## src/hdl/v3a_pkg.sv

```systemverilog
// Shared types and constants for the three-component vector arithmetic unit.
package v3a_pkg;

    localparam int FRAC_BITS_DEF = 16;
    localparam int WORD_BITS_DEF = 32;

    typedef enum logic [2:0] {
        ACT_ADD   = 3'd0,
        ACT_SUB   = 3'd1,
        ACT_SCALE = 3'd2,
        ACT_DIV   = 3'd3,
        ACT_DOT   = 3'd4,
        ACT_CROSS = 3'd5,
        ACT_MAG   = 3'd6,
        ACT_NORM  = 3'd7
    } t_action;

    typedef struct packed {
        logic    valid;
        t_action action;
    } t_ctl;

endpackage

```

## src/hdl/v3a_div_cell.sv

```systemverilog
// One divider cell that settles one quotient bit in each of three lanes.
module v3a_div_cell #(
    parameter int W  = v3a_pkg::WORD_BITS_DEF,
    parameter int Q  = 48,
    parameter int DW = 8
) (
    input  logic                i_clk,
    input  logic                i_rst_n,
    input  logic                i_en,
    input  v3a_pkg::t_ctl       i_ctl,
    input  logic [W-1:0]        i_den,
    input  logic [2:0][Q-1:0]   i_num,
    input  logic [2:0][W-1:0]   i_rem,
    input  logic [2:0][Q-1:0]   i_quo,
    input  logic [DW-1:0]       i_data,
    output v3a_pkg::t_ctl       o_ctl,
    output logic [W-1:0]        o_den,
    output logic [2:0][Q-1:0]   o_num,
    output logic [2:0][W-1:0]   o_rem,
    output logic [2:0][Q-1:0]   o_quo,
    output logic [DW-1:0]       o_data
);
    import v3a_pkg::*;

    t_ctl              r_ctl;
    logic [W-1:0]      r_den;
    logic [2:0][Q-1:0] r_num;
    logic [2:0][W-1:0] r_rem;
    logic [2:0][Q-1:0] r_quo;
    logic [DW-1:0]     r_data;

    logic [2:0][W-1:0] n_rem;
    logic [2:0]        qbit;

    always_comb begin
        logic [W:0] r2;
        for (int k = 0; k < 3; k++) begin
            r2 = {i_rem[k], i_num[k][Q-1]};
            qbit[k] = r2 >= {1'b0, i_den};
            if (qbit[k]) begin
                r2 = r2 - {1'b0, i_den};
            end
            n_rem[k] = r2[W-1:0];
        end
    end

    always_ff @(posedge i_clk) begin
        if (!i_rst_n) begin
            r_ctl <= '0;
        end else if (i_en) begin
            r_ctl <= i_ctl;
        end
        if (i_en) begin
            r_den  <= i_den;
            r_data <= i_data;
            for (int k = 0; k < 3; k++) begin
                r_num[k] <= {i_num[k][Q-2:0], 1'b0};
                r_rem[k] <= n_rem[k];
                r_quo[k] <= {i_quo[k][Q-2:0], qbit[k]};
            end
        end
    end

    assign o_ctl  = r_ctl;
    assign o_den  = r_den;
    assign o_num  = r_num;
    assign o_rem  = r_rem;
    assign o_quo  = r_quo;
    assign o_data = r_data;

endmodule

```

## config.mk

```make
export PLATFORM = sky130hd
export DESIGN_NAME = v3a_div_cell
export DESIGN_NICKNAME = d
export VERILOG_FILES = /design/src/hdl/v3a_pkg.sv /design/src/hdl/v3a_div_cell.sv
export SDC_FILE = /design/constraint.sdc
export NUM_CORES = 1
export LEC_CHECK = 0
export BUFFER_PORTS_ARGS = -buffer_cell sky130_fd_sc_hd__buf_4
export CAP_MARGIN = 0
export CORE_AREA = 5 5 327 329
export DETAILED_ROUTE_END_ITERATION = 7
export DIE_AREA = 0 0 332 334
export PLACE_DENSITY_LB_ADDON = 0.2
export SLEW_MARGIN = 40
export SYNTH_ARGS = -nofsm -noshare
export SYNTH_HDL_FRONTEND = slang
export SYNTH_SLANG_ARGS = --single-unit
```

## constraint.sdc

```tcl
create_clock -name i_clk -period 3.9 [get_ports i_clk]
set_input_delay 0.585 -clock i_clk [delete_from_list [all_inputs] [get_ports i_clk]]
set_output_delay 0.585 -clock i_clk [all_outputs]
set_load 0.02 [all_outputs]
```

Word-level counts from Yosys, hierarchy flattened
Cells that the tools add are included.
{ "op_classes": {"n_lt_le_gt_ge": 3, "muxes": 3, "addsub": 3} }
{ "ops": {"columns": ["op", "n"], "rows": [
  ["greater-or-equal comparator 33 x 32 -> 1 bit", 3],
  ["2-to-1 mux 32 bit", 3],
  ["subtractor 32 bit", 3]
]} }
{ "totals": {"input_bits": 431, "wordCells": 22, "register_bits": 425} }

Longest topological paths before layout
Gate-level depths: netlist of run 1.
{ "depth": {"depth_word": 2, "depth_mapped": 14} }

Worst setup path after synthesis of run 1
Ideal clock, no wire load.
{ "synth_path": {"path_kind": "input to register", "startpoint": "input port i_num[95] (netlist name)", "endpoint": "register r_rem, in the netlist o_rem[56] (data pin)", "arrival_time_ns": 2.825, "slack_ns": 0.815, "path_buffers": 0, "setup_time_ns": 0.260, "stages": 12, "required_time_ns": 3.640, "path_cell_list": "inv_1 -> ha_1 -> fa_1 -> and2b_1 -> o211ai_1 -> a21oi_1 -> o21ai_2 -> o311ai_2 -> a311o_1 -> a21oi_1 -> xnor2_1 -> mux2_2"} }
{ "synth_rtl": {"columns": ["item", "line", "text"], "rows": [
  ["start: declaration", "v3a_div_cell.sv:12", "input logic [2:0][Q-1:0] i_num,"],
  ["end signal: indexed assignment", "v3a_div_cell.sv:58", "r_rem[k] <= n_rem[k];"],
  ["end: declaration", "v3a_div_cell.sv:28", "logic [2:0][W-1:0] r_rem;"]
]} }

==> results of run 1 <==
## cells in the mapped netlist (27+ instances only)
library cell    n  area share, %
edfxtp_1      421             66
a21oi_1        88            2.3
clkbuf_1       28           0.55
inv_1          67            1.3
nand4_1        27           0.88
nand2_1       134            2.6
ha_1           96            6.3
a21o_1         49            1.9
o21ai_0       108            2.8
nor2_1         50           0.98
xnor2_1        44            2.0
xor2_1         35            1.6
## stage by stage
stage	total power [W]	util, %	worst slack [ns]	std cells	cell area (sq um)
3_3_place_gp	0.00917	26.9	0.113	3673	27700
3_5_place_dp	0.00916	26.9	0.138	3673	27700
2_1_floorplan	0.00732	-	0.815	1423	19200
4_1_cts	0.0143	28.6	0.832	3772	29500
5_1_grt	0.0146	28.6	0.592	3773	29500
6_report	0.0140	28.6	0.728	3785	29500
## worst max-delay path: cells and delay by family
kind | cells | cell delay [ns]
buf+inv | 1 | 0.16
compound gates | 7 | 1.76
simple gates | 2 | 0.40
fa+ha+maj | 2 | 0.63
## final cells by class
type / instances / area, sq um / area share, %
clock buffers: 63 / 1430 / 4.83
repair buffers: 918 / 7020 / 23.8
clock inverters: 36 / 312 / 1.06
inverters: 69 / 259 / 0.878
well taps: 1380 / 1730 / 5.85
flip-flops and latches: 425 / 12700 / 43.1
multi-input cells: 881 / 6010 / 20.4
diodes: 13 / 32.5 / 0.110
## kinds of logic (layout without fill, tap and decap cells)
logic type / Yosys count / after routing / share of synthesized area, %
buffers and inverters: 117 / 1086 / 2.47
DFF: 425 / 425 / 66.3
and+or+nand+nor: 307 / 307 / 7.44
other: 1 / 16 / 0.0195
xor gates and xnor gates: 79 / 79 / 3.61
muxes: 13 / 13 / 0.724
adders and majority gates: 99 / 99 / 6.57
AOI/OAI and AO/OA: 380 / 380 / 12.9
## metal layers
metal / vias up / wire length (um) / global-route usage [%]
li1: 7253 / - / -
met1: 7770 / 37000 / 18.6
met2: 708 / 49500 / 29.7
met3: 167 / 10100 / 7.60
met4: 32 / 4610 / 6.82
met5: - / 199 / 0
## how the worst min path moves through the flow
stage / slack [ns] / cells past startpoint / from / end
after floorplan: 0.59 / 2 / o_ctl[0] / o_ctl[0]
after global placement: 0.51 / 2 / o_ctl[3] / o_ctl[3]
after detailed placement: 0.51 / 2 / o_ctl[2] / o_ctl[2]
after CTS: 0.06 / 1 / i_num[26] / o_num[27]
after global routing: 0.06 / 1 / i_num[48] / o_num[49]
final: 0.13 / 1 / i_quo[11] / o_quo[12]
## state kept, by name, summed over array words and instances (netlist names)
register and flops:
o_ctl 4, o_data 8, o_den 32, o_num 141, o_quo 144, o_rem 96
## report_power, final
group          internal [W]  leakage (nW)  switching [W]
clock               0.00287         0.860        0.00211
combinational       0.00134          7.40        0.00193
sequential          0.00557          4.15       0.000178
total               0.00979          12.4        0.00422
==> impl_results.md, run 1 <==
* Status: finished, final reports clean
* CTS tree: done
* # rows at 118
* GR Util All Layers at 17.2%
* R2R cell count at 2
* Initial antenna violation count at 38
* Die area at 111,000 sq um
* Reg2Reg Setup Slack at 3.29 ns
* Max Cap Viol at 0
* Reg clk slew, reported paths at 0.06 ns
* Vias in the first global route at 16,100
* Grt ovf at 0
* DR vias/cell at 4.21
* # hold bufs at CTS at 0
* Hold Violations, Final at 0
* Worst r2r dst: o_ctl[0]
* Distinct cells, synth at 74
* Post-CTS resize count at 0
* Critical path arrival at 3.54 ns
* Largest stage delay, worst path at 0.51 ns
* Avg Cell Area, Syn at 13.5 sq um
* Synth Register Bits at 425
* Worst r2r src: o_ctl[0]
* Fmax at 0.315 GHz
* Worst-margin pin slew at 0.723 ns
* Post-synthesis sequential area ratio at 66.3%
* Clock Sink Count at 425
* Leak at 12.4 nW
* Die Wd at 332 um
* Core box area at 103,000 sq um
* Crit end category: register
* Die Height at 334 um
* Dominant synthesized flop cell: edfxtp_1
* Final wirelength at 101,000 um
* Setup crit end: o_rem[60]
* Clock period minus worst slack at 3.17 ns
* DRC errors left at 0
* Finish-stage setup viols at 0
* Htree depth at 2
* Post-Synthesis Cells at 1,421
* Via count at 15,900
* Skew final at 0 ns
* Maximum vdd drop at 276 uV
* Setup TNS at 0 ns
* Worst path cell trace: buf_4, ha_1, fa_1, and2b_1, o211ai_1, a21oi_1, o21ai_2, o311ai_2, a31oi_2, o21ai_0, a2111oi_0, nand3b_1
* Startpoint types: primary input
* Setup bufs post-CTS at 0
* Final #Nets at 2,878
* CP required at 4.27 ns
* Slew Viols, Final at 0
* TritonCTS Buffers at 53
* Yosys warnings at 0
* Remaining antenna violation count at 0
* Starting Density at 18.6%
* Min-delay worst type: in2reg
* Post-Syn Area at 19,200 sq um
* FILL cells at 10,700
* Asr flop ratio synth at 0%
* Share of layout cells above drive strength 1 at 43.0%
* Crit path max-delay cell type: o311ai_2
* DRT iter0 DRCs at 841
* Drt first pass iters at 5
* Period utilization at 81.3%
* Commonest non-fill, non-tap cell in the layout: buf_4
* Critical path type: in2reg
* Routed len/inst at 26.8 um
* RSZ-0062 raised after global routing: no
* Root Buffer: clkbuf_16
* Critical Path Fanout Max at 4
* Post-DP HPWL at 84,500 um
* Pin count of the biggest net entering global routing at 83
* Synth-to-layout area growth at 53.8%
* Max-slew headroom at 51.2%
* Final GP Congestion at 0.898
* Smallest hold slack at 0.130 ns
* Most frequent cells in the layout: buf_4, edfxtp_1, nand2_1
* Worst-Skew Late Latency at 0.62 ns
* Port Buffer Count at 852
* First-pass GRT wire length at 134,000 um
* Pwr dens at 475 nW/um^2
* Critical Path Source: i_den[0]
* Post-synth EDFFs at 421
* I/O pin cnt at 859
* CTS Buffer Depth at 3
No activity file was read; power rests on OpenSTA's default activity.
==> inputs of run 2 (changes only) <==
--- a/config.mk
+++ b/config.mk
@@ -7,9 +7,9 @@
 export LEC_CHECK = 0
 export BUFFER_PORTS_ARGS = -buffer_cell sky130_fd_sc_hd__buf_4
 export CAP_MARGIN = 0
-export CORE_AREA = 5 5 327 329
+export CORE_AREA = 5 5 336 338
 export DETAILED_ROUTE_END_ITERATION = 7
-export DIE_AREA = 0 0 332 334
+export DIE_AREA = 0 0 341 343
 export PLACE_DENSITY_LB_ADDON = 0.2
 export SLEW_MARGIN = 40
 export SYNTH_ARGS = -nofsm -noshare
==> constraint.sdc (replaced) <==
create_clock -name i_clk -period 2.6 [get_ports i_clk]
set_input_delay 0.39 -clock i_clk [delete_from_list [all_inputs] [get_ports i_clk]]
set_output_delay 0.39 -clock i_clk [all_outputs]
set_load 0.02 [all_outputs]
==> impl_results.md, run 2 (synthesis gave the netlist of run 1 again) <==
* Leak at 15.5 nW
* Most frequent cells in the layout: buf_4, edfxtp_1, dlygate4sd3_1
* Hold path depth at 3
* Design Area, Final at 36,400 sq um
* CTS Buffer Depth at 3
* Grt ovf at 0
* Critical path arrival at 2.97 ns
* Crit end category: register
* Root Buffer: clkbuf_16
* Failing checks: negative setup slack
* Pin count of the biggest net entering global routing at 73
* Final core occ at 33.2%
* Worst-Skew Late Latency at 0.60 ns
* # rows at 122
* Reg2Reg Setup Slack at 1.45 ns
* Clock Sink Count at 425
* Startpoint types: primary input
* Drt first pass iters at 5
* Placed Area at 30,700 sq um
* Period utilization at 100%
* Final GP Congestion at 0.938
* DR vias/cell at 4.09
* RSZ-0062 raised after global routing: yes
* Max-slew headroom at 63.5%
* Vias in the first global route at 19,700
* Slew Viols, Final at 0
* Initial antenna violation count at 39
* Maximum vdd drop at 389 uV
* Reg clk slew, reported paths at 0.06 ns
* Share of layout cells above drive strength 1 at 47.8%
* R2R cell count at 3
* CTS tree: done
* Critical Path Fanout Max at 6
* Starting Density at 17.5%
* Die Wd at 341 um
* Synth-to-layout area growth at 89.6%
* Post-route total power at 0.0223 W
* Status: finished with violations
* Die area at 117,000 sq um
* Remaining antenna violation count at 0
* Skew final at 0 ns
* Hold Violations, Final at 0
* Critical path type: in2reg
* Finish-stage setup viols at 1
* Final worst setup slack at -0.0106 ns
* TritonCTS Buffers at 54
* Fmax at 0.383 GHz
* Pwr dens at 613 nW/um^2
* CP required at 2.96 ns
* Htree depth at 2
* Post-DP HPWL at 94,500 um
* Final #Nets at 3,548
* Min-delay worst type: in2reg
* Die Height at 343 um
* Commonest non-fill, non-tap cell in the layout: buf_4
* Via count at 18,400
* Worst-margin pin slew at 0.547 ns
* Routed len/inst at 25.5 um
* Clock period minus worst slack at 2.61 ns
* DRT iter0 DRCs at 894
* Max Cap Viol at 0
* Core box area at 110,000 sq um
* Port Buffer Count at 852
* I/O pin cnt at 859
* First-pass GRT wire length at 152,000 um
* Largest register FFs at 144
* Final wirelength at 115,000 um
* GR Util All Layers at 18.5%
* DRC errors left at 0
## run 2: cell count changes in the layout (fill, tap and decap cells not counted), sizes merged
cell         delta
bufinv          -1
inv            -10
clkinvlp       +12
buf           +336
clkinv          +2
dlygate4sd3   +332
clkbuf          -3
a21oi           +1
## run 2: final cells by class
class | count | area, sq um
antenna | 13 | 32.5
sequential | 425 | 12700
multi-input combinational | 882 | 6760
inverter | 69 | 323
timing repair buffer | 1586 | 13100
tap | 1426 | 1780
clock buffer | 60 | 1400
clock inverter | 39 | 278
fill | 11000 | 73400
## run 2: metrics by stage
stage               cells  setup WS [ns]  hold slack (ns)  setup TNS [ns]
finish               4500        -0.0106           0.0714         -0.0106
global route         4494        -0.0664           0.0284          -0.384
CTS                  4480        -0.0413         0.000728          -0.137
detailed placement   4045         -0.948            0.518          -67.78
global placement     4045         -0.927            0.510          -66.69
floorplan            1423        -0.0892            0.489          -0.289
## run 2: routing by layer
| metal | up-vias | wire [um] | global-route usage [%] |
|---|---|---|---|
| li1 | 8601 | - | - |
| met1 | 8934 | 41900 | 19.7 |
| met2 | 674 | 57900 | 33.0 |
| met3 | 174 | 8970 | 6.26 |
| met4 | 26 | 5660 | 8.40 |
| met5 | - | 146 | 0 |
## run 2: path summary, 6_finish.rpt
kind               endpoint  startpoint
setup / recovery  o_rem[19]   i_den[10]
hold / removal    o_rem[59]   i_rem[58]
setup reg to reg   o_ctl[1]    o_ctl[1]
hold reg to reg    o_ctl[0]    o_ctl[0]
## run 2: critical path: stages
cell	delay (ns)
buf_4	0.10
clkinvlp_4	0.18
buf_6	0.19
ha_2	0.36
nand2_1	0.08
a211o_1	0.30
a31oi_4	0.20
o211ai_4	0.14
o21ai_2	0.16
and2_4	0.21
a21oi_4	0.07
buf_12	0.16
inv_1	0.07
mux2_2	0.32
## run 2: timing repair
action	CTS	global route
hold buffers	332	0
hold endpoints to repair	331	0
gates resized for setup	19	85
setup endpoints to repair	47	66
gates cloned	1	0
pin swaps	12	25
buffers inserted	3	7
## run 2: report_power, final
part           switching, W  leakage (nW)  total (W)  internal, W
Sequential         0.000265          4.15    0.00862      0.00836
Clock               0.00314         0.816    0.00728      0.00414
Combinational       0.00341          10.5    0.00640      0.00300
==> inputs of run 3 (changes only) <==
--- a/config.mk
+++ b/config.mk
@@ -5,11 +5,14 @@
 export SDC_FILE = /design/constraint.sdc
 export NUM_CORES = 1
 export LEC_CHECK = 0
-export BUFFER_PORTS_ARGS = -buffer_cell sky130_fd_sc_hd__buf_4
+export ABC_AREA = 1
+export BUFFER_PORTS_ARGS = -buffer_cell sky130_fd_sc_hd__buf_2
 export CAP_MARGIN = 0
-export CORE_AREA = 5 5 336 338
+export CELL_PAD_IN_SITES_DETAIL_PLACEMENT = 1
+export CELL_PAD_IN_SITES_GLOBAL_PLACEMENT = 2
+export CORE_AREA = 5 5 334 336
 export DETAILED_ROUTE_END_ITERATION = 7
-export DIE_AREA = 0 0 341 343
+export DIE_AREA = 0 0 339 341
 export PLACE_DENSITY_LB_ADDON = 0.2
 export SLEW_MARGIN = 40
 export SYNTH_ARGS = -nofsm -noshare
==> impl_results.md, run 3 <==
* Avg Cell Area, Syn at 9.24 sq um
* Synth Register Bits at 425
* Via count at 23,200
* Post-Syn Area at 22,000 sq um
* Skew final at 0 ns
* Worst r2r src: o_ctl[0]
* Dpl cells at 5,015
* Routed len/inst at 27.3 um
* Hold path startpoint: i_den[23]
* GR Util All Layers at 24.8%
* Post-synth top cells: nand2_1, edfxtp_1, inv_1, nand3_1, nor2_1
* Critical Path Fanout Max at 20
* Critical path arrival at 2.91 ns
* Asr flop ratio synth at 0%
* Maximum vdd drop at 489 uV
* DRC errors left at 0
* DRT iter0 DRCs at 1,343
* TritonCTS Buffers at 54
* Yosys warnings at 0
* Startpoint types: primary input
* Starting Density at 20.3%
* DR vias/cell at 4.25
* Sequential group share of total power at 38.8%
* Top cell type's share of synthesized area at 57.6%
* Finish-stage setup viols at 0
* Crit end category: register
* First-pass GRT wire length at 199,000 um
* FILL cells at 12,800
* Pint at 0.0149 W
* Commonest non-fill, non-tap cell in the layout: nand2_1
* Synth top area cells: edfxtp_1, nand2_1, inv_1
* Drt first pass iters at 5
* Final wirelength at 149,000 um
* Max-slew headroom at 62.4%
* Synth-to-layout area growth at 66.9%
* Distinct cells, synth at 31
* Post-Synthesis Cells at 2,376
* Dominant synthesized flop cell: edfxtp_1
* Remaining antenna violation count at 0
* Min-delay worst type: in2reg
* Pwr dens at 613 nW/um^2
* Grt ovf at 0
* Vias in the first global route at 23,600
* Most frequent cell after synthesis: nand2_1
* Clock period minus worst slack at 2.49 ns
* Critical Path Source: i_den[24]
* Most frequent cells in the layout: nand2_1, buf_2, edfxtp_1
* Max Cap Viol at 0
* CTS Buffer Depth at 3
* Worst-Skew Late Latency at 0.66 ns
* Status: finished, final reports clean
* Setup TNS at 0 ns
* Post-DP HPWL at 125,000 um
* Logic pwr share at 27.9%
* Root Buffer: clkbuf_16
* CP required at 3.02 ns
* Post-synthesis sequential area ratio at 57.9%
* Die Wd at 339 um
* Htree depth at 2
* Reg clk slew, reported paths at 0.06 ns
* Largest register FFs at 144
* Post-synth EDFFs at 421
* Smallest hold slack at 0.0656 ns
* Sw Ratio at 33.7%
* Final cell count without fillers at 5,463
* Initial antenna violation count at 49
* Final GP Congestion at 0.997
* Leak at 18.1 nW
* Core box area at 108,000 sq um
* Slew Viols, Final at 0
* Net Sw Power at 0.00757 W
* Die area at 116,000 sq um
* Post-route total power at 0.0225 W
* Period utilization at 95.9%
* Die Height at 341 um
* Clock Sink Count at 425
* Clock power frac at 33.4%
* I/O pin cnt at 859
* CTS tree: done
* RSZ-0062 raised after global routing: yes
* Port Buffer Count at 852
* # rows at 121
* Cell type with the highest aggregate area in the netlist: edfxtp_1
* Share of layout cells above drive strength 1 at 35.6%
* Final #Nets at 4,509
* Fmax at 0.401 GHz
* Hold Violations, Final at 0
* Pin count of the biggest net entering global routing at 65
* Worst-margin pin slew at 0.564 ns
* Critical path type: in2reg
## run 3: path summary, 6_finish.rpt
path / endpoint / depth (start not counted) / slack [ns]
worst max-delay path: o_rem[1] / 19 / 0.11
worst min-delay path: o_den[23] / 1 / 0.07
worst max register to register: o_ctl[0] / 3 / 1.39
worst min register to register: o_ctl[1] / 2 / 0.50
## run 3: final cells by class
class | count | area [sq um] | area share [%]
clock inverters | 34 | 325 | 0.887
flip-flops and latches | 425 | 12700 | 34.7
well taps | 1414 | 1770 | 4.83
clock buffers | 66 | 1400 | 3.81
diodes | 26 | 65.1 | 0.177
multi-input cells | 1511 | 7790 | 21.2
repair buffers | 1575 | 11000 | 30.1
inverters | 412 | 1550 | 4.24
## run 3: worst max-delay path, cell delays in order
cell and delay, ns:
dlygate4sd3_1 0.55, buf_2 0.13, inv_1 0.11, buf_12 0.17, ha_1 0.29, nand2_1 0.12
inv_1 0.05, nand2_1 0.06, nand2_1 0.07, inv_1 0.05, nand2_1 0.07, nand2_1 0.07
nand2_1 0.09, nor2_4 0.16, nand2_4 0.08, buf_12 0.16, nand2_1 0.05, o21ai_0 0.07
buf_4 0.13
## run 3: kinds of logic (layout without fill, tap and decap cells)
group / count (synthesis) / in the layout / share of synthesized area [%]
and+or+nand+nor: 1298 / 1298 / 25.0
buffers and inverters: 442 / 2087 / 8.03
DFF: 425 / 425 / 57.9
adders and majority gates: 99 / 99 / 5.74
AOI/OAI and AO/OA: 69 / 69 / 1.61
xor gates and xnor gates: 42 / 42 / 1.68
other: 1 / 29 / 0.0171
## run 3: through the flow
| step | utilization (%) | cell area, sq um | worst slack, ns |
|---|---|---|---|
| 5_1_grt | 33.8 | 36600 | -0.0105 |
| 4_1_cts | 33.5 | 36300 | 0.00938 |
| 3_3_place_gp | 28.9 | 31300 | -0.285 |
| 2_1_floorplan | - | 22000 | 0.525 |
| 6_report | 33.9 | 36700 | 0.108 |
| 3_5_place_dp | 28.9 | 31300 | -0.367 |
## run 3: metal layers
metal | vias up | wire (um) | track usage, %
li1 | 10900 | - | -
met1 | 11400 | 64000 | 31.7
met2 | 770 | 71500 | 42.6
met3 | 165 | 9420 | 5.87
met4 | 26 | 4240 | 5.81
met5 | - | 156 | 0
## run 3: power groups by stage
stage | registers (W) | clock network [W] | logic (W)
finish | 0.00870 | 0.00749 | 0.00626
floorplan | 0.00949 | 0 | 0.00166
detailed placement | 0.00880 | 0 | 0.00582
global placement | 0.00882 | 0 | 0.00580
global route | 0.00873 | 0.00801 | 0.00672
CTS | 0.00869 | 0.00771 | 0.00629
## run 3: what timing repair did
action	CTS	global route
gates resized for setup	0	73
hold endpoints to repair	317	0
endpoints found under the setup margin	0	91
hold buffers	320	0
setup buffers	0	2
