## config.mk

```make
export PLATFORM = sky130hd
export DESIGN_NAME = v3a_sqrt_cell
export DESIGN_NICKNAME = d
export VERILOG_FILES = /design/src/hdl/v3a_pkg.sv /design/src/hdl/v3a_sqrt_cell.sv
export SDC_FILE = /design/constraint.sdc
export NUM_CORES = 1
export LEC_CHECK = 0
export BUFFER_PORTS_ARGS = -buffer_cell sky130_fd_sc_hd__buf_2
export CAP_MARGIN = 20
export CELL_PAD_IN_SITES_DETAIL_PLACEMENT = 0
export CELL_PAD_IN_SITES_GLOBAL_PLACEMENT = 1
export CORE_MARGIN = 2
export CORE_UTILIZATION = 40
export DETAILED_ROUTE_END_ITERATION = 7
export HOLD_SLACK_MARGIN = 0.08
export PLACE_DENSITY_LB_ADDON = 0.1
export SETUP_SLACK_MARGIN = 0.02
export SLEW_MARGIN = 5
export SYNTH_ARGS = -nofsm -noshare
export SYNTH_HDL_FRONTEND = slang
export SYNTH_SLANG_ARGS = --single-unit
```

## constraint.sdc

```tcl
create_clock -name i_clk -period 6.9 [get_ports i_clk]
set_input_delay 0.345 -clock i_clk [delete_from_list [all_inputs] [get_ports i_clk]]
set_output_delay 0.345 -clock i_clk [all_outputs]
set_load 0.01 [all_outputs]
```

## src/hdl/v3a_pkg.sv

```systemverilog
// Shared types and constants for the three-component vector arithmetic unit.
package v3a_pkg;

    localparam int FRAC_BITS_DEF = 16;
    localparam int WORD_BITS_DEF = 32;

    typedef enum logic [2:0] {
        ACT_ADD   = 3'd0,
        ACT_SUB   = 3'd1,
        ACT_SCALE = 3'd2,
        ACT_DIV   = 3'd3,
        ACT_DOT   = 3'd4,
        ACT_CROSS = 3'd5,
        ACT_MAG   = 3'd6,
        ACT_NORM  = 3'd7
    } t_action;

    typedef struct packed {
        logic    valid;
        t_action action;
    } t_ctl;

endpackage

```

## src/hdl/v3a_sqrt_cell.sv

```systemverilog
// One square-root cell that settles one root bit from two radicand bits.
module v3a_sqrt_cell #(
    parameter int W  = v3a_pkg::WORD_BITS_DEF,
    parameter int DW = 8
) (
    input  logic            i_clk,
    input  logic            i_rst_n,
    input  logic            i_en,
    input  v3a_pkg::t_ctl   i_ctl,
    input  logic [2*W-1:0]  i_sq,
    input  logic [W:0]      i_rem,
    input  logic [W-1:0]    i_root,
    input  logic [DW-1:0]   i_data,
    output v3a_pkg::t_ctl   o_ctl,
    output logic [2*W-1:0]  o_sq,
    output logic [W:0]      o_rem,
    output logic [W-1:0]    o_root,
    output logic [DW-1:0]   o_data
);
    import v3a_pkg::*;

    t_ctl           r_ctl;
    logic [2*W-1:0] r_sq;
    logic [W:0]     r_rem;
    logic [W-1:0]   r_root;
    logic [DW-1:0]  r_data;

    logic [W+2:0]   rem_sh;
    logic [W+2:0]   trial;
    logic [W+2:0]   diff;
    logic           ge;

    assign rem_sh = {i_rem, i_sq[2*W-1:2*W-2]};
    assign trial  = {1'b0, i_root, 2'b01};
    assign ge     = rem_sh >= trial;
    assign diff   = ge ? (rem_sh - trial) : rem_sh;

    always_ff @(posedge i_clk) begin
        if (!i_rst_n) begin
            r_ctl <= '0;
        end else if (i_en) begin
            r_ctl <= i_ctl;
        end
        if (i_en) begin
            r_sq   <= {i_sq[2*W-3:0], 2'b00};
            r_rem  <= diff[W:0];
            r_root <= {i_root[W-2:0], ge};
            r_data <= i_data;
        end
    end

    assign o_ctl  = r_ctl;
    assign o_sq   = r_sq;
    assign o_rem  = r_rem;
    assign o_root = r_root;
    assign o_data = r_data;

endmodule

```

==> Word-level counts from Yosys, hierarchy flattened <==
Index checks and enable logic that the tools add are counted.
{ "totals": {"reg_bits": 139, "latchBits": 0, "ram_bits": 0, "rom_bits": 0, "inputBits": 144, "output_inout_bits": 141, "wordCells": 9, "memories": 0} }
{ "classes": {"add_sub_neg": 1, "mul": 0, "div_mod_pow": 0, "order_cmp": 1, "eq_ne": 0, "n_shift": 0, "mux": 1, "bitwise_logic": 0, "reduce_logical": 0} }
{ "op_table": {"columns": ["op", "count"], "rows": [
  [">= comparator 35 x 34 -> 1 bit", 1],
  ["two-way mux 33 bit", 1],
  ["subtractor 33 bit", 1]
]} }

==> Longest topological paths before layout <==
Gate-level depths: netlist (run 1).
{ "depth": {"depth_word": 2, "depth_mapped": 13, "mapped_depth_nobuf": 11} }

==> Worst setup path before layout (run 1) <==
Ideal clock, no wire load.
{ "synth_timing": {"kind": "input-to-reg", "from": "input i_root[17]", "to": "register r_rem[10] (netlist: o_rem[10]) (data pin)", "setup_ps": 260, "arrival_time_ps": 2563, "required_time_ps": 6640, "path_slack_ps": 4076, "cell_stages": 12, "path_buffers": 2, "path_cell_list": "inv_1 > ha_1 > clkbuf_1 > nand4_1 > or4_1 > o21ba_1 > inv_1 > a31oi_1 > and2_4 > clkinv_4 > buf_12 > mux2_4"} }
{ "synth_between": {"elab_chain_len": 2} }
{ "synth_lines": {"columns": ["element", "line_no", "rtl"], "rows": [
  ["start, declared", "v3a_sqrt_cell.sv:12", "input logic [W-1:0] i_root,"],
  [">= comparator 35 x 34 -> 1 bit", "v3a_sqrt_cell.sv:35", "assign ge = rem_sh >= trial;"],
  ["two-way mux 33 bit", "v3a_sqrt_cell.sv:36", "assign diff = ge ? (rem_sh - trial) : rem_sh;"],
  ["net diff[10]", "v3a_sqrt_cell.sv:30", "logic [W+2:0] diff;"],
  ["end signal, assigned", "v3a_sqrt_cell.sv:46", "r_rem <= diff[W:0];"],
  ["end, declared", "v3a_sqrt_cell.sv:24", "logic [W:0] r_rem;"]
]} }
The timed path passes the listed nets, and every way through them passes these cells.
A chain may end at the register's enable or synchronous reset.

==> Worst setup path in the final report (run 1) <==
{ "layout_timing": {"from": "input i_root[0]", "to": "register r_rem[16] (netlist: o_rem[16]) (data pin)"} }
{ "layout_between": {"elab_chain_len": 2, "elab_cells_between_ends": 3, "classes_between": "add/sub (1); order compare (1); mux (1)"} }
{ "layout_lines": {"columns": ["element", "line_no"], "rows": [
  ["subtractor 33 bit / >= comparator 35 x 34 -> 1 bit (equally long branches)", "v3a_sqrt_cell.sv:36, v3a_sqrt_cell.sv:35"],
  ["two-way mux 33 bit *", "v3a_sqrt_cell.sv:36"],
  ["net diff[16]", "v3a_sqrt_cell.sv:30"]
]} }
Mark *: on every way through the listed nets, which the timed path passes. The rest lies on a longest branch.

==> reports/results.txt, run 1 <==
Fill cell instance count of the final layout: 1534
Number of failing hold endpoints at the final stage: 0
Compound-Gate Fraction of Synth Area: 0.114
Final Cycle Share: 0.437
Setup TNS after final layout: 0 ns
Setup ws final: 3.89 ns
Peak clock frequency supported by timing: 332 MHz
Clock latency of the later-clocked register in the worst-skew pair: 0.41 ns
Number of CTS-inserted buffers: 17
Die area: 0.0182 mm²
Routed via count: 5196
Relative slew slack: 0.280
Vert. Die Dim: 135 µm
Critical path's largest stage delay: 0.38 ns
Pin count of the biggest net entering global routing: 85
Number of nets with antenna violations after detailed routing: 0
RSZ-0062 raised after global routing: false
Netlist cell types: 56
Number of buffers inserted by port buffering: 282
Post-Synth XOR/XNOR Area: 0.0319
Gp weighted congestion: 0.868
Crit path max-delay family: compound AO/OA/AOI/OAI gates
Sum of net half-perimeters after detailed placement: 14000 µm
Total buffers and inverters traversed by the critical path: 3
Placement Rows: 47
Total clock sinks: 139
Total overflow reported by the global router: 0
Net count, final: 993
Die W: 135 µm
Class of the most critical setup path: in -> reg
Number of DRC violations after detailed routing: 0
Post-synthesis mux area share: 0.0685
Synthesized instance count: 523
Maximum fanout count along the critical path: 30
Highest-delay cell along the critical path: a211oi_4
Deepest level of the CTS H-tree: 4
Combined area of all synthesized cells: 0.00687 mm²
Post-route standard cell area excluding fillers: 0.00905 mm²
Post-synthesis average cell area: 13.1 µm²
Kind of end point of the critical path: register
Average wire per cell in the routed design: 17.3 µm
TritonCTS clock tree: yes
Placed cell areas: 0.00845 mm²
Vias in the first global route: 5179
Worst path required time: 7.07 ns
Adder and majority gate portion of the synthesized area: 0.0620
Proportion of register bits with asynchronous set or reset after synthesis: 0
Seq cells post-synth: 139
Total iterations of the first detailed-routing run: 6
Detailed router's first-iteration violation count: 244
Starting density of the core: 0.411
Final count of negative-setup-slack endpoints: 0
Number of flops mapped to enable cells by yosys: 135
Number of warnings printed during yosys synthesis: 0
Detailed-route wire length: 18100 µm
Status: complete, no violations
Peak supply drop: 0.168 mV
Simple-gate area share of the yosys netlist: 0.0793
Clock skew after layout: 0 ns
Via/cell ratio: 4.96
Cells along the critical path: buf_2 -> inv_1 -> ha_1 -> o21ai_1 -> a211oi_4 -> nand2_2 -> a221o_1 -> a211oi_2 -> o2111ai_1 -> and2_4 -> clkinv_4 -> mux2_4
Core utilization of the finished layout: 0.542
Share of the yosys chip area belonging to registers: 0.602
Placed insts: 1012
Dpl ws: 3.46 ns
Combinational family with the most area after synthesis: compound AO/OA/AOI/OAI gates
Number of I/O pins: 285
Total routing resource utilization after global routing: 0.194
Global-route wire length before repair: 27300 µm
Arrival time at the worst endpoint: 3.18 ns
Share of layout cells above drive strength 1: 0.423
Cell Count, Final, Fillers Out: 1048
Hold Path Class: in -> reg
Clock period minus worst slack: 3.01 ns
Total count of max-transition violations in the final report: 0
Number of max-capacitance violations reported: 0
Cell chosen for the clock root: clkbuf_16
Number of antenna violations at the first check in global routing: 0
Clock input transition at the sequential cells of the worst setup and hold paths: 0.07 ns
Actual slew at the worst max-slew pin: 1.08 ns
Predominant post-synthesis flop cell: edfxtp_1
Leakage power of the design: 4.06 nW
Crit path launch type: input port
Post-cts sizing count: 0
Area growth, synth to finish: 31.7%
Maximum clock insertion buffer count: 2
Area of the core region: 0.0167 mm²
Number of diodes added for antenna fixing: 0
Power Density: 263 mW/mm²
## report_power, final
part	internal [mW]	switching, mW	leakage, nW	total, mW
clock	0.473	0.389	0.263	0.861
combinational	0.215	0.255	2.44	0.470
sequential	1.02	0.0193	1.35	1.04
total	1.71	0.663	4.06	2.37
## synthesized netlist by cell type, types with 2 or more instances
| master | instances | share of area |
|---|---|---|
| buf_4 | 2 | 0.0022 |
| o21a_1 | 7 | 0.0077 |
| nand4_1 | 7 | 0.0064 |
| nor2_1 | 31 | 0.017 |
| nor2b_1 | 7 | 0.0064 |
| o31ai_1 | 5 | 0.0055 |
| buf_2 | 4 | 0.0029 |
| nand2_1 | 29 | 0.016 |
| and3_1 | 2 | 0.0018 |
| o2111ai_1 | 3 | 0.0038 |
| mux2i_1 | 5 | 0.0073 |
| edfxtp_1 | 135 | 0.59 |
| nor3b_1 | 2 | 0.0022 |
| a21o_1 | 11 | 0.012 |
| xor2_1 | 9 | 0.011 |
| mux2_4 | 28 | 0.061 |
| nand3_1 | 13 | 0.0095 |
| o21bai_1 | 5 | 0.0055 |
| a31oi_1 | 3 | 0.0027 |
| a211oi_1 | 3 | 0.0033 |
| inv_1 | 43 | 0.024 |
| o31a_1 | 2 | 0.0026 |
| xnor2_1 | 16 | 0.020 |
| buf_12 | 3 | 0.0087 |
| dfxtp_1 | 4 | 0.012 |
| nor4_1 | 2 | 0.0018 |
| o21ai_0 | 20 | 0.015 |
| ha_1 | 34 | 0.062 |
| a2111oi_0 | 4 | 0.0051 |
| o221ai_1 | 3 | 0.0038 |
| nand2b_1 | 6 | 0.0055 |
| o21ai_1 | 4 | 0.0029 |
| clkbuf_1 | 6 | 0.0033 |
| nor3_1 | 8 | 0.0058 |
| a21oi_1 | 36 | 0.026 |
## sequential cells by signal, summed over array words and instances (netlist names)
name	flops
o_ctl	4
o_sq	62
o_root	32
o_rem	33
o_data	8
## routing by layer
metal  wire length, µm  track usage  share of wire  vias to the layer above
li1                  -            -              -                     2538
met1              7630        0.240           0.42                     2457
met2              8900        0.331           0.49                      184
met3              1390       0.0567          0.077                       17
met4               196       0.0515          0.011                        0
met5                 0            0              0                        -
## stage by stage
stage / total power [mW] / hold slack (ns)
detailed placement: 1.53 / 0.509
CTS: 2.40 / 0.0816
finish: 2.37 / 0.0986
global route: 2.48 / 0.0809
floorplan: 1.35 / 0.444
global placement: 1.53 / 0.495
## layout by cell type (no fill, tap or decap), types with 6 or more instances in the layout
master / n
a21o_1: 11
a21oi_1: 36
buf_2: 281
clkbuf_16: 17
edfxtp_1: 135
ha_1: 34
inv_1: 43
inv_6: 6
mux2_4: 28
nand2_1: 29
nand2b_1: 6
nand3_1: 13
nand4_1: 7
nor2_1: 31
nor2b_1: 7
nor3_1: 8
o21a_1: 7
o21ai_0: 20
xnor2_1: 16
xor2_1: 9
## worst paths after layout
path,start,end,slack [ns],cells after the start
min,i_data[4],o_data[4]$_DFFE_PP_,0.1,1
max reg2reg,o_ctl[3]$_SDFFE_PN0P_,o_ctl[3]$_SDFFE_PN0P_,6.28,2
min reg2reg,o_ctl[2]$_SDFFE_PN0P_,o_ctl[2]$_SDFFE_PN0P_,0.53,2
max,i_root[0],o_rem[16]$_DFFE_PP_,3.89,12
## final cells by class
cell class | instances | area, µm² | area share
multi-input cells | 326 | 2450 | 0.271
flip-flops and latches | 139 | 4130 | 0.457
inverters | 44 | 170 | 0.0188
well taps | 220 | 275 | 0.0304
repair buffers | 287 | 1470 | 0.162
clock inverters | 14 | 124 | 0.0137
clock buffers | 18 | 429 | 0.0474
## repair_timing
| item | in CTS | in global routing |
|---|---|---|
| hold buffers | 0 | 4 |
| setup buffers | 0 | 0 |
| endpoints found under the hold margin | 0 | 4 |
## logic make-up after synthesis
kind of cell	Yosys count
compound gates	118
xor+xnor	25
fa+ha+maj	34
buf+inv	59
flops	139
mux	33
other cells	1
simple gates	114
Power figures use the tool's default switching activity.
==> inputs of run 2 (changes only) <==
--- a/config.mk
+++ b/config.mk
@@ -5,12 +5,13 @@
 export SDC_FILE = /design/constraint.sdc
 export NUM_CORES = 1
 export LEC_CHECK = 0
+export ABC_AREA = 1
 export BUFFER_PORTS_ARGS = -buffer_cell sky130_fd_sc_hd__buf_2
 export CAP_MARGIN = 20
 export CELL_PAD_IN_SITES_DETAIL_PLACEMENT = 0
 export CELL_PAD_IN_SITES_GLOBAL_PLACEMENT = 1
 export CORE_MARGIN = 2
-export CORE_UTILIZATION = 40
+export CORE_UTILIZATION = 36
 export DETAILED_ROUTE_END_ITERATION = 7
 export HOLD_SLACK_MARGIN = 0.08
 export PLACE_DENSITY_LB_ADDON = 0.1
==> constraint.sdc (replaced) <==
create_clock -name i_clk -period 2.9 [get_ports i_clk]
set_input_delay 0.145 -clock i_clk [delete_from_list [all_inputs] [get_ports i_clk]]
set_output_delay 0.145 -clock i_clk [all_outputs]
set_load 0.01 [all_outputs]
==> reports/results.txt, run 2 <==
Combined area of all synthesized cells: 0.00742 mm²
Share of layout cells above drive strength 1: 0.269
Core utilization of the finished layout: 0.549
Leakage power of the design: 5.63 nW
Number of failing hold endpoints at the final stage: 0
Deepest level of the CTS H-tree: 4
Post-cts sizing count: 0
End point of the critical path: o_rem[27]$_DFFE_PP_
Final count of negative-setup-slack endpoints: 0
Post-route standard cell area excluding fillers: 0.0111 mm²
Sum of net half-perimeters after detailed placement: 17900 µm
Gp weighted congestion: 0.843
Actual slew at the worst max-slew pin: 0.659 ns
Die W: 148 µm
Synthesized instance count: 835
Detailed-route wire length: 23700 µm
Kind of end point of the critical path: register
Total overflow reported by the global router: 0
Power Density: 528 mW/mm²
Leading cell types by count after synthesis: nand2_1, inv_1, edfxtp_1, nor2_1, nand3_1
Number of CTS-inserted buffers: 17
Number of diodes added for antenna fixing: 0
Dpl ws: 0.501 ns
Number of antenna violations at the first check in global routing: 0
Number of buffers inserted by port buffering: 282
Top cell type by total area after synthesis: edfxtp_1
Clock period minus worst slack: 2.52 ns
Share of the yosys chip area belonging to registers: 0.557
Vert. Die Dim: 148 µm
Peak supply drop: 0.380 mV
Worst path required time: 3.19 ns
Total power after layout: 5.86 mW
Placement Rows: 52
Total iterations of the first detailed-routing run: 5
Class of the most critical setup path: in -> reg
Total routing resource utilization after global routing: 0.218
Relative slew slack: 0.561
Via/cell ratio: 4.36
Cell Count, Final, Fillers Out: 1556
R2R Path Start: o_ctl[2]$_SDFFE_PN0P_
Hold Crit Start: i_sq[63]
Number of max-capacitance violations reported: 0
Arrival time at the worst endpoint: 2.81 ns
Number of warnings printed during yosys synthesis: 0
Maximum clock insertion buffer count: 2
Total clock sinks: 139
Clock input transition at the sequential cells of the worst setup and hold paths: 0.07 ns
Maximum fanout count along the critical path: 36
Dominant cells by area after synthesis: edfxtp_1, nand2_1, inv_1
Starting density of the core: 0.366
Die area: 0.0218 mm²
Global-route wire length before repair: 36600 µm
Area of the core region: 0.0202 mm²
Most common cell after layout, fill and taps aside: nand2_1
Detailed router's first-iteration violation count: 290
Hold Path Class: in -> reg
Area growth, synth to finish: 49.8%
Most frequently used cell type in the post-synthesis netlist: nand2_1
Cell chosen for the clock root: clkbuf_16
TritonCTS clock tree: yes
Placed insts: 1383
Setup TNS after final layout: 0 ns
Final Cycle Share: 0.869
Total count of max-transition violations in the final report: 0
Proportion of register bits with asynchronous set or reset after synthesis: 0
Average wire per cell in the routed design: 15.3 µm
Placed cell areas: 0.00914 mm²
Flop2flop setup slack: 1.71 ns
Post-synth top area share: 0.547
Post-synthesis average cell area: 8.88 µm²
Number of I/O pins: 285
Peak clock frequency supported by timing: 397 MHz
Crit path launch type: input port
Number of flops mapped to enable cells by yosys: 135
Reg2reg path depth: 3
Netlist cell types: 29
Fill cell instance count of the final layout: 1873
Flip-flop count of the largest register after layout: 62
RSZ-0062 raised after global routing: false
Predominant post-synthesis flop cell: edfxtp_1
Clock latency of the later-clocked register in the worst-skew pair: 0.41 ns
Most frequent cells in the layout: nand2_1, buf_2, inv_1, dlygate4sd3_1, edfxtp_1
Setup ws final: 0.379 ns
Seq cells post-synth: 139
Number of nets with antenna violations after detailed routing: 0
Launch point of the worst path: i_rem[14]
Clock skew after layout: 0 ns
Vias in the first global route: 6789
Number of DRC violations after detailed routing: 0
Routed via count: 6785
Reg2Reg Capture Point: o_ctl[2]$_SDFFE_PN0P_
Worst Hold Margin: 0.214 ns
Pin count of the biggest net entering global routing: 70
Status: complete, no violations
Net count, final: 1451
[run 2: changes by cell type in the layout (fill, tap and decap cells not counted), sizes merged, moves of 6 or more]
cell and change:
nor2b -7, mux2 -28, nand3b +10, a21oi -15
nand2 +299, nand3 +26, o21ai -18, nand2b -6
o21a -7, dlygate4sd3 +137, inv +117, nor2 +20
a21o -10, xnor2 -16
[run 2: worst min-delay path by stage]
stage	to	slack, ns	depth (start not counted)
3_5_place_dp	o_sq[36]$_DFFE_PP_	0.32	1
3_3_place_gp	o_data[2]$_DFFE_PP_	0.32	1
4_1_cts	o_rem[1]$_DFFE_PP_	0.21	3
2_1_floorplan	o_data[0]$_DFFE_PP_	0.24	0
6_report	o_rem[1]$_DFFE_PP_	0.21	3
5_1_grt	o_rem[1]$_DFFE_PP_	0.26	3
[run 2: metal layers]
metal  vias up  wire length, µm  part of all wire  global-route usage
met2       202            11300              0.48               0.372
met5         -                0                 0                   0
met3        29             1510             0.064              0.0556
met4         0              495             0.021              0.0630
met1      3058            10400              0.44               0.274
li1       3496                -                 -                   -
[run 2: area by class of cell]
cell class / count / area [µm²] / area share
Clock buffer: 17 / 425 / 0.0383
Tap cell: 270 / 338 / 0.0304
Timing Repair Buffer: 426 / 2860 / 0.258
Multi-Input combinational cell: 529 / 2610 / 0.235
Sequential cell: 139 / 4130 / 0.372
Inverter: 160 / 603 / 0.0543
Clock inverter: 15 / 131 / 0.0118
[run 2: kinds of logic (layout without fill, tap and decap cells)]
family / count (synthesis) / count (layout) / synth area share
XOR/XNOR: 14 / 14 / 0.0165
AO/OA/AOI/OAI: 29 / 29 / 0.0206
buffers and inverters: 168 / 618 / 0.0909
flip-flops: 139 / 139 / 0.557
adder cells (fa/ha/maj): 34 / 34 / 0.0574
AND/OR/NAND/NOR: 450 / 450 / 0.257
other: 1 / 2 / 0.000506
[run 2: where the power goes]
part | internal [mW] | switching (mW) | leakage, nW
Clock | 1.13 | 0.967 | 0.262
Sequential | 2.43 | 0.0432 | 1.35
Combinational | 0.539 | 0.752 | 4.01
Total | 4.10 | 1.76 | 5.63
[run 2: timing repair]
action | 4_1_cts | 5_1_grt
hold buffers | 141 | 0
setup buffers | 0 | 0
hold endpoints to repair | 137 | 0
[run 2: critical path: stages]
cell and delay, ns:
dlygate4sd3_1 0.59, buf_2 0.15, ha_1 0.36, nand2_1 0.09, nand2_1 0.10, nand2_1 0.08, nand2_1 0.08, inv_1 0.06
nand2_1 0.07, inv_1 0.09, nand3_2 0.11, nand2_2 0.14, nand2_8 0.18, inv_4 0.38, nand2_1 0.09, nand2_1 0.08
==> inputs of run 3 (changes only) <==
--- a/config.mk
+++ b/config.mk
@@ -11,8 +11,9 @@
 export CELL_PAD_IN_SITES_DETAIL_PLACEMENT = 0
 export CELL_PAD_IN_SITES_GLOBAL_PLACEMENT = 1
 export CORE_MARGIN = 2
-export CORE_UTILIZATION = 36
+export CORE_UTILIZATION = 39
 export DETAILED_ROUTE_END_ITERATION = 7
+export GPL_TIMING_DRIVEN = 0
 export HOLD_SLACK_MARGIN = 0.08
 export PLACE_DENSITY_LB_ADDON = 0.1
 export SETUP_SLACK_MARGIN = 0.02
==> constraint.sdc (replaced) <==
create_clock -name i_clk -period 3.14 [get_ports i_clk]
set_input_delay 0.157 -clock i_clk [delete_from_list [all_inputs] [get_ports i_clk]]
set_output_delay 0.157 -clock i_clk [all_outputs]
set_load 0.01 [all_outputs]
==> reports/results.txt, run 3 (synthesized netlist as in run 2, its figures left out) <==
Number of diodes added for antenna fixing: 0
Clock latency of the later-clocked register in the worst-skew pair: 0.41 ns
Leakage power of the design: 5.71 nW
Die W: 142 µm
Sum of net half-perimeters after detailed placement: 17700 µm
Total count of max-transition violations in the final report: 0
Launch point of the worst path: i_root[22]
Most frequent cell on the critical path: nand2_1
Number of max-capacitance violations reported: 0
Relative slew slack: 0.660
Vias in the first global route: 6986
Average wire per cell in the routed design: 16.1 µm
RSZ-0062 raised after global routing: false
Total buffers and inverters traversed by the critical path: 5
Hold Path Class: in -> reg
Power Density: 511 mW/mm²
Cell chosen for the clock root: clkbuf_16
Routed via count: 6887
Setup ws final: 0.798 ns
Setup TNS after final layout: 0 ns
Core utilization of the finished layout: 0.599
Kind of end point of the critical path: register
Crit path max-delay family: simple AND/OR/NAND/NOR gates
Clock skew after layout: 0 ns
Post-route standard cell area excluding fillers: 0.0112 mm²
Most common cell after layout, fill and taps aside: nand2_1
Maximum fanout count along the critical path: 10
Number of antenna violations at the first check in global routing: 0
Global-route wire length before repair: 37700 µm
Post-CTS setup buffer count: 0
R2R Path Start: o_ctl[3]$_SDFFE_PN0P_
Maximum clock insertion buffer count: 2
Number of I/O pins: 285
Critical path's largest stage delay: 0.53 ns
Detailed router's first-iteration violation count: 344
Dpl ws: 0.869 ns
Number of CTS-inserted buffers: 17
Clock input transition at the sequential cells of the worst setup and hold paths: 0.07 ns
Pin count of the biggest net entering global routing: 100
Total overflow reported by the global router: 0
Peak supply drop: 0.330 mV
TritonCTS clock tree: yes
Placement Rows: 50
Placed cell areas: 0.00916 mm²
Share of layout cells above drive strength 1: 0.273
Cell Count, Final, Fillers Out: 1525
Starting density of the core: 0.396
Via/cell ratio: 4.52
Area of the core region: 0.0187 mm²
Status: complete, no violations
Net count, final: 1456
Flip-flop count of the largest register after layout: 62
Vert. Die Dim: 142 µm
Crit path launch type: input port
Hold Crit Start: i_sq[62]
Most frequent cells in the layout: nand2_1, buf_2, inv_1, dlygate4sd3_1, edfxtp_1
Deepest level of the CTS H-tree: 4
Worst path required time: 3.31 ns
Total clock sinks: 139
Cells along the critical path: dlygate4sd3_1 -> buf_2 -> inv_1 -> ha_1 -> nand2_1 -> nor2_2 -> nand2_1 -> nor2_2 -> nand2_1 -> nand3_1 -> nor2_2 -> nand2_8 -> inv_4 -> buf_6 -> nand2_1 -> nand2_1
Total routing resource utilization after global routing: 0.246
Class of the most critical setup path: in -> reg
Number of failing hold endpoints at the final stage: 0
Area growth, synth to finish: 51.0%
Number of DRC violations after detailed routing: 0
Arrival time at the worst endpoint: 2.51 ns
Actual slew at the worst max-slew pin: 0.510 ns
Peak clock frequency supported by timing: 427 MHz
Placed insts: 1353
Clock period minus worst slack: 2.34 ns
Final Cycle Share: 0.746
Gp weighted congestion: 0.873
Highest-delay cell along the critical path: dlygate4sd3_1
Final count of negative-setup-slack endpoints: 0
Number of buffers inserted by port buffering: 282
Die area: 0.0201 mm²
Total iterations of the first detailed-routing run: 4
Detailed-route wire length: 24500 µm
Number of nets with antenna violations after detailed routing: 0
[run 3: cell types whose count changed in the layout (fill, tap and decap cells not counted), moves of 2 or more]
cell,change
bufinv_16,+3
buf_6,+3
inv_8,+2
clkinvlp_4,-3
buf_4,+3
clkinv_4,-2
[run 3: worst min-delay path, stage by stage]
cell and delay [ns]:
buf_2 0.15, nand2_1 0.06, nand2_1 0.05
[run 3: repair_timing]
item / 4_1_cts / 5_1_grt
resized for setup: 0 / 0
endpoints found under the hold margin: 136 / 0
hold buffers: 140 / 0
[run 3: final timing paths]
path / cells after the start / slack [ns] / endpoint
hold reg to reg: 3 / 1.05 / o_ctl[0]$_SDFFE_PN0P_
hold / removal: 3 / 0.09 / o_rem[0]$_DFFE_PP_
setup reg to reg: 3 / 1.93 / o_ctl[3]$_SDFFE_PN0P_
setup / recovery: 16 / 0.80 / o_rem[28]$_DFFE_PP_
[run 3: cell type report]
type                            count  area [µm²]
Timing Repair Buffer              423        2850
Fill cell                        1682        7500
Tap cell                          234         293
Clock buffer                       17         425
Buffer                              8        71.3
Clock inverter                     15         216
Inverter                          160         603
Sequential cell                   139        4130
Multi-Input combinational cell    529        2610
[run 3: metrics by stage]
| stage | hold slack (ns) | total power, mW |
|---|---|---|
| finish | 0.0944 | 5.72 |
| global route | 0.128 | 5.99 |
| CTS | 0.0844 | 5.75 |
| detailed placement | 0.335 | 3.39 |
| global placement | 0.334 | 3.38 |
| floorplan | 0.256 | 2.92 |
[run 3: per-layer routing]
layer	global-route usage	wire [µm]	vias to the layer above
met5	0	0	-
met4	0.0921	838	0
met3	0.0530	1390	39
met2	0.423	11700	218
met1	0.305	10600	3112
li1	-	-	3518
[run 3: power by group]
part	switching, mW	internal, mW
registers	0.0454	2.25
clock network	0.918	1.30
logic	0.703	0.510
